### config.mk
export PLATFORM = sky130hd
export DESIGN_NAME = fbpt_datapath
export DESIGN_NICKNAME = d
export VERILOG_FILES = /design/src/fbpt_pkg.sv /design/src/fbpt_datapath.sv
export SDC_FILE = /design/constraint.sdc
export NUM_CORES = 1
export LEC_CHECK = 0
export BUFFER_PORTS_ARGS = -buffer_cell sky130_fd_sc_hd__buf_2
export CORE_ASPECT_RATIO = 1.4
export CORE_UTILIZATION = 50
export DETAILED_ROUTE_END_ITERATION = 8
export PLACE_DENSITY = 0.69
export SLEW_MARGIN = 10
export SYNTH_ARGS = -nofsm -noshare
export SYNTH_HDL_FRONTEND = slang
export SYNTH_SLANG_ARGS = --single-unit
### constraint.sdc
create_clock -name aclk -period 10.7 [get_ports aclk]
set_input_delay 1.605 -clock aclk [delete_from_list [all_inputs] [get_ports aclk]]
set_output_delay 1.605 -clock aclk [all_outputs]
set_load 0.02 [all_outputs]
### src/fbpt_pkg.sv
// fbpt_pkg: shared constants and controller/datapath interface types for the
// base-2 fermat probable-prime tester. no dependencies.
`default_nettype none

package fbpt_pkg;

    // default operand width, candidate field width and packed result width
    localparam int NUM_WIDTH_DEF = 64;
    localparam int CAND_WIDTH    = 64;
    localparam int OUT_TDATA_W   = 8;

    // commands from controller to datapath
    typedef struct packed {
        logic load;        // capture candidate, set up exponent, acc and base
        logic mul_start;   // clear partial remainder, load multiplier operands
        logic mul_sel_sq;  // 1: base * base, 0: acc * base
        logic dbl;         // r = 2r mod m
        logic add;         // r = r + a mod m
        logic wb_acc;      // acc takes the finished product
        logic wb_base;     // base takes the finished product, exponent shifts
        logic out_load;    // capture result flags into the output register
    } cmd_t;

    // status from datapath to controller
    typedef struct packed {
        logic zero_mod;    // modulus is zero
        logic e_zero;      // exponent exhausted
        logic e_lsb;       // current exponent bit
        logic e_one;       // exponent is exactly one
        logic b_msb;       // current multiplier bit
        logic cnt_last;    // last multiplier bit in progress
    } stat_t;

endpackage

`default_nettype wire

### src/fbpt_datapath.sv
// fbpt_datapath: operand registers, exponent shifter and the shared
// shift-and-add modular multiplier with one add/reduce unit.
// depends on fbpt_pkg.
`default_nettype none

module fbpt_datapath
    import fbpt_pkg::*;
#(
    parameter int NUM_WIDTH = NUM_WIDTH_DEF
) (
    input  wire logic                  aclk,
    input  wire logic [CAND_WIDTH-1:0] candidate,
    input  wire cmd_t                  cmd,
    output stat_t                      stat,
    output logic                       probable_prime,
    output logic                       zero_modulus
);

    localparam int CNT_W = (NUM_WIDTH > 1) ? $clog2(NUM_WIDTH) : 1;
    localparam logic [NUM_WIDTH-1:0] ONE = NUM_WIDTH'(1);
    localparam logic [NUM_WIDTH-1:0] TWO = NUM_WIDTH'(2);
    localparam logic [CNT_W-1:0]     CNT_LAST = CNT_W'(NUM_WIDTH - 1);

    logic [NUM_WIDTH-1:0] m_reg, e_reg, acc_reg, base_reg, r_reg, a_reg, b_reg;
    logic [NUM_WIDTH-1:0] m_next, e_next, acc_next, base_next, r_next, a_next, b_next;
    logic [CNT_W-1:0]     cnt_reg, cnt_next;
    logic                 zero_reg, zero_next;
    logic                 prime_reg, prime_next;
    logic                 zflag_reg, zflag_next;

    // shared modular adder: x, y < m
    logic [NUM_WIDTH-1:0] add_y;
    logic [NUM_WIDTH:0]   add_sum;
    logic [NUM_WIDTH+1:0] add_diff;
    logic [NUM_WIDTH-1:0] add_res;

    logic [NUM_WIDTH-1:0] cand_m;

    assign cand_m   = candidate[NUM_WIDTH-1:0];
    assign add_y    = cmd.add ? a_reg : r_reg;
    assign add_sum  = {1'b0, r_reg} + {1'b0, add_y};
    assign add_diff = {1'b0, add_sum} - {2'b00, m_reg};
    // no borrow means sum >= m
    assign add_res  = add_diff[NUM_WIDTH+1] ? add_sum[NUM_WIDTH-1:0]
                                            : add_diff[NUM_WIDTH-1:0];

    always_comb begin
        m_next     = m_reg;
        e_next     = e_reg;
        acc_next   = acc_reg;
        base_next  = base_reg;
        r_next     = r_reg;
        a_next     = a_reg;
        b_next     = b_reg;
        cnt_next   = cnt_reg;
        zero_next  = zero_reg;
        prime_next = prime_reg;
        zflag_next = zflag_reg;

        if (cmd.load) begin
            m_next    = cand_m;
            e_next    = cand_m - ONE;
            acc_next  = ONE;
            // 2 mod 2 is zero, every larger modulus leaves 2 as is
            base_next = (cand_m == TWO) ? '0 : TWO;
            zero_next = (cand_m == '0);
        end

        if (cmd.dbl) begin
            r_next = add_res;
            if (!b_reg[NUM_WIDTH-1]) begin
                b_next   = {b_reg[NUM_WIDTH-2:0], 1'b0};
                cnt_next = cnt_reg + CNT_W'(1);
            end
        end

        if (cmd.add) begin
            r_next   = add_res;
            b_next   = {b_reg[NUM_WIDTH-2:0], 1'b0};
            cnt_next = cnt_reg + CNT_W'(1);
        end

        if (cmd.wb_acc) begin
            acc_next = r_reg;
        end

        if (cmd.wb_base) begin
            base_next = r_reg;
            e_next    = {1'b0, e_reg[NUM_WIDTH-1:1]};
        end

        if (cmd.mul_start) begin
            r_next   = '0;
            cnt_next = '0;
            a_next   = cmd.mul_sel_sq ? base_reg : acc_reg;
            b_next   = base_reg;
        end

        if (cmd.out_load) begin
            prime_next = !zero_reg && (acc_reg == ONE);
            zflag_next = zero_reg;
        end
    end

    always_ff @(posedge aclk) begin
        m_reg     <= m_next;
        e_reg     <= e_next;
        acc_reg   <= acc_next;
        base_reg  <= base_next;
        r_reg     <= r_next;
        a_reg     <= a_next;
        b_reg     <= b_next;
        cnt_reg   <= cnt_next;
        zero_reg  <= zero_next;
        prime_reg <= prime_next;
        zflag_reg <= zflag_next;
    end

    assign stat.zero_mod = zero_reg;
    assign stat.e_zero   = (e_reg == '0);
    assign stat.e_lsb    = e_reg[0];
    assign stat.e_one    = (e_reg == ONE);
    assign stat.b_msb    = b_reg[NUM_WIDTH-1];
    assign stat.cnt_last = (cnt_reg == CNT_LAST);

    assign probable_prime = prime_reg;
    assign zero_modulus   = zflag_reg;

endmodule

`default_nettype wire

==> impl_metrics.py <==
metrics = {
    "finish": {
        "num-nets-final": 2906,
        "n_fill_cell": 4677,
        "diodes": 0,
        "multi_input_area_um2": 13680,
        "final_core_util_pct": 55.23,
        "drive_gt1_share_pct": 12.28,
        "final_area_um2": 30080,
        "seq_area_um2": 13010,
        "area_delta_synth_final_pct": 8.817,
    },
    "critical_path": {
        "crit_path_start_kind": "primary input",
        "max_stage_delay_ps": 830,
        "cp.arrival_ps": 8930,
        "cp_common_cell": "o21ai_0",
        "path_delay_family": "compound AO/OA/AOI/OAI gates",
        "cp_slowest_cell": "a2111oi_0",
        "crit_path_end_kind": "register",
        "worstSetupPathType": "primary input to register",
        "crit_chain": "buf_2 > buf_4 > mux2_2 > ha_1 > nand2_1 > o21ai_0 > o21ai_0 > a2111oi_0 > o21ai_0 > a21oi_1 > a31oi_1 > xnor2_1 > ha_1 > nand2_1 > a21oi_1 > a21boi_0 > nand3_1 > o31ai_2 > nor3_1 > a311oi_4 > buf_12 > nor2_1 > a31o_2 > a211oi_1",
        "cp.required_ps": 11200,
        "critical_path.max_fanout": 92,
        "path_buf_inv": 3,
    },
    "floorplanning": {
        "io_pins": 81,
        "num_rows": 101,
        "die_w_um": 200.7,
        "die-height_um": 280.2,
        "core_area_um2": 54470,
        "die-area_um2": 56240,
        "initial_utilization_pct": 50.75,
    },
    "power_and_ir_drop": {
        "power.leakage_nw": 11.98,
        "seqPwrFrac_pct": 28.2,
        "p_per_area_nw_per_um2": 306.4,
        "p_total_mw": 9.218,
        "combPwrFrac_pct": 54.0,
        "internal_power_mw": 5.236,
        "ir_drop_mv": 0.2665,
        "clkPwrFrac_pct": 17.7,
        "switchingPower_mw": 3.982,
        "sw_frac_of_total_pct": 43.20,
    },
    "cts": {
        "holdBufCountCts": 0,
        "h-tree-depth": 2,
        "cts_tree": "built",
        "cts_inserted_buffers": 47,
        "cts_resized": 0,
        "clk_pin_slew_ps": 60,
        "cts_buffer_depth": 3,
        "insertion_delay_ps": 600,
        "cts.sinks": 457,
        "cts_setup_buffers": 0,
        "cts-root-buf": "clkbuf_16",
    },
    "logic_synthesis": {
        "postSynthCellCount": 2694,
        "syn_nets": 2900,
        "synth_top_cell_area_share_pct": 41.93,
        "netlist_area_um2": 27640,
        "post_synth_main_area_contributors": "edfxtp_1 42%, ha_1 5.9%, mux2_2 5.2%, dfxtp_1 5.1%, xnor2_1 3.4%",
        "ys_seq_elements": 457,
        "synthTopCellsByCount": "386 x edfxtp_1, 190 x nand2_1, 190 x nor2_1",
        "synth_flop_cell": "edfxtp_1",
        "yosys_warnings": 0,
        "avgSynthCellArea_um2": 10.26,
        "async_flop_share_pct": 0,
        "synth_edf_count": 386,
        "synthDistinctLibCells": 84,
        "synth_area_leader_cell": "edfxtp_1",
        "ys_seq_area_share_pct": 47.07,
        "synth_most_common_cell": "edfxtp_1",
    },
    "global_route": {
        "track_usage_pct": 24.36,
        "antenna_found_initial": 1,
        "grt_pass1_wl_mm": 108.7,
        "overflow": 0,
        "grt_pass1_vias": 19810,
        "grt_max_degree": 101,
    },
    "timing": {
        "fmax_mhz": 118.6,
        "hold_ws_ps": 517.9,
        "maxSlewHeadroom_pct": 29.53,
        "finalSetupViolCount": 0,
        "fin_skew_ps": 16.33,
        "grt_setup_unrepaired": "no",
        "worst_pin_slew_ps": 1030,
        "finalHoldViolCount": 0,
        "finalCriticalPeriod_ps": 8432,
        "maxSlewViolCount": 0,
        "period_share_pct": 78.81,
        "fin_tns_setup_ps": 0,
    },
    "drt": {
        "drtAntennaViolNets": 0,
        "vias": 20530,
        "wire_per_inst_um": 20.05,
        "dr.pass1.iters": 7,
        "avgViaCountPerCell": 5.936,
        "wirelength_mm": 69.34,
        "route.detailed.drc": 0,
        "first_iter_violations": 1881,
    },
    "placement": {
        "io_buffers": 80,
        "dp_hpwl_mm": 50.67,
        "placed_area_um2": 28560,
        "gp_congestion": 0.9574,
    },
    "hold_path": {
        "min_path_type": "register to register",
    },
    "run": {
        "maxCapViolCount": 0,
    },
    "run_status": {
        "run_status": "complete, no violations",
    },
}
[metal layers]
layer | part of all wire, % | track usage (%) | up-vias
li1 | - | - | 10000
met3 | 4.5 | 2.590 | 112
met1 | 46 | 33.51 | 9800
met5 | 0 | 0 | -
met2 | 46 | 39.43 | 612
met4 | 3.9 | 9.748 | 0
[final timing paths]
| kind | depth (start not counted) | endpoint | slack, ps | startpoint |
|---|---|---|---|---|
| max | 24 | r_reg[19] | 2270 | cmd[3] |
| min | 2 | cnt_reg[5] | 520 | cnt_reg[5] |
| max reg2reg | 24 | r_reg[40] | 3600 | a_reg[0] |
| min reg2reg | 2 | cnt_reg[5] | 520 | cnt_reg[5] |
[layout by cell type, fill, tap and decap left out, types with 71 or more instances in the layout]
cell type and n:
mux2_2 128, inv_1 110, ha_1 131, dfxtp_1 71, nand2_1 189, a21oi_1 173
and2_1 135, buf_2 78, nor2_1 189, o21ai_0 149, xnor2_1 107, edfxtp_1 386
nor3_1 79
[cell type report]
class / count / share of cell area [%]
multi-input cells: 1987 / 45.49
well taps: 721 / 2.999
repair buffers: 97 / 1.826
flip-flops and latches: 457 / 43.26
clock inverters: 30 / 0.8527
clock buffers: 56 / 4.197
inverters: 110 / 1.373
[worst reg2reg max path: stages (launching register included)]
cell and delay, ps:
edfxtp_1 380, mux2_2 280, ha_1 210, fa_1 440
a211oi_2 230, o211ai_1 230, a21oi_1 260, o211ai_1 150
a311oi_2 490, o41ai_2 160, a21boi_0 330, xnor2_1 190
ha_1 490, nand4_1 170, or3_1 470, or4_1 460
a2111oi_2 360, buf_4 220, o31ai_2 100, nor3_1 330
a311oi_4 160, buf_12 250, nor4_1 390, a211oi_1 80
nor3_1 180
[power groups by stage]
stage	clock network, mW	logic [mW]	registers (mW)
floorplan	0	3.87	2.49
global placement	0	4.82	2.62
detailed placement	0	4.89	2.63
CTS	1.67	4.91	2.60
global route	1.73	5.50	2.64
finish	1.63	4.98	2.60
[cells by family (layout without fill, tap and decap cells)]
logic type / after synthesis / in the layout / synth area share (%)
muxes: 143 / 143 / 5.757
AOI/OAI and AO/OA: 679 / 679 / 16.09
DFF: 457 / 457 / 47.07
adders and majority gates: 133 / 133 / 6.074
xor gates and xnor gates: 177 / 177 / 5.608
and+or+nand+nor: 855 / 855 / 15.83
buffers and inverters: 250 / 293 / 3.571
[per-stage QoR]
step / std cells / setup WS [ps]
finish: 3458 / 2268
global route: 3458 / 1552
CTS: 3458 / 2071
detailed placement: 3372 / 1481
global placement: 3372 / 1550
floorplan: 2694 / 3380
No activity file was read; power rests on OpenSTA's default activity.
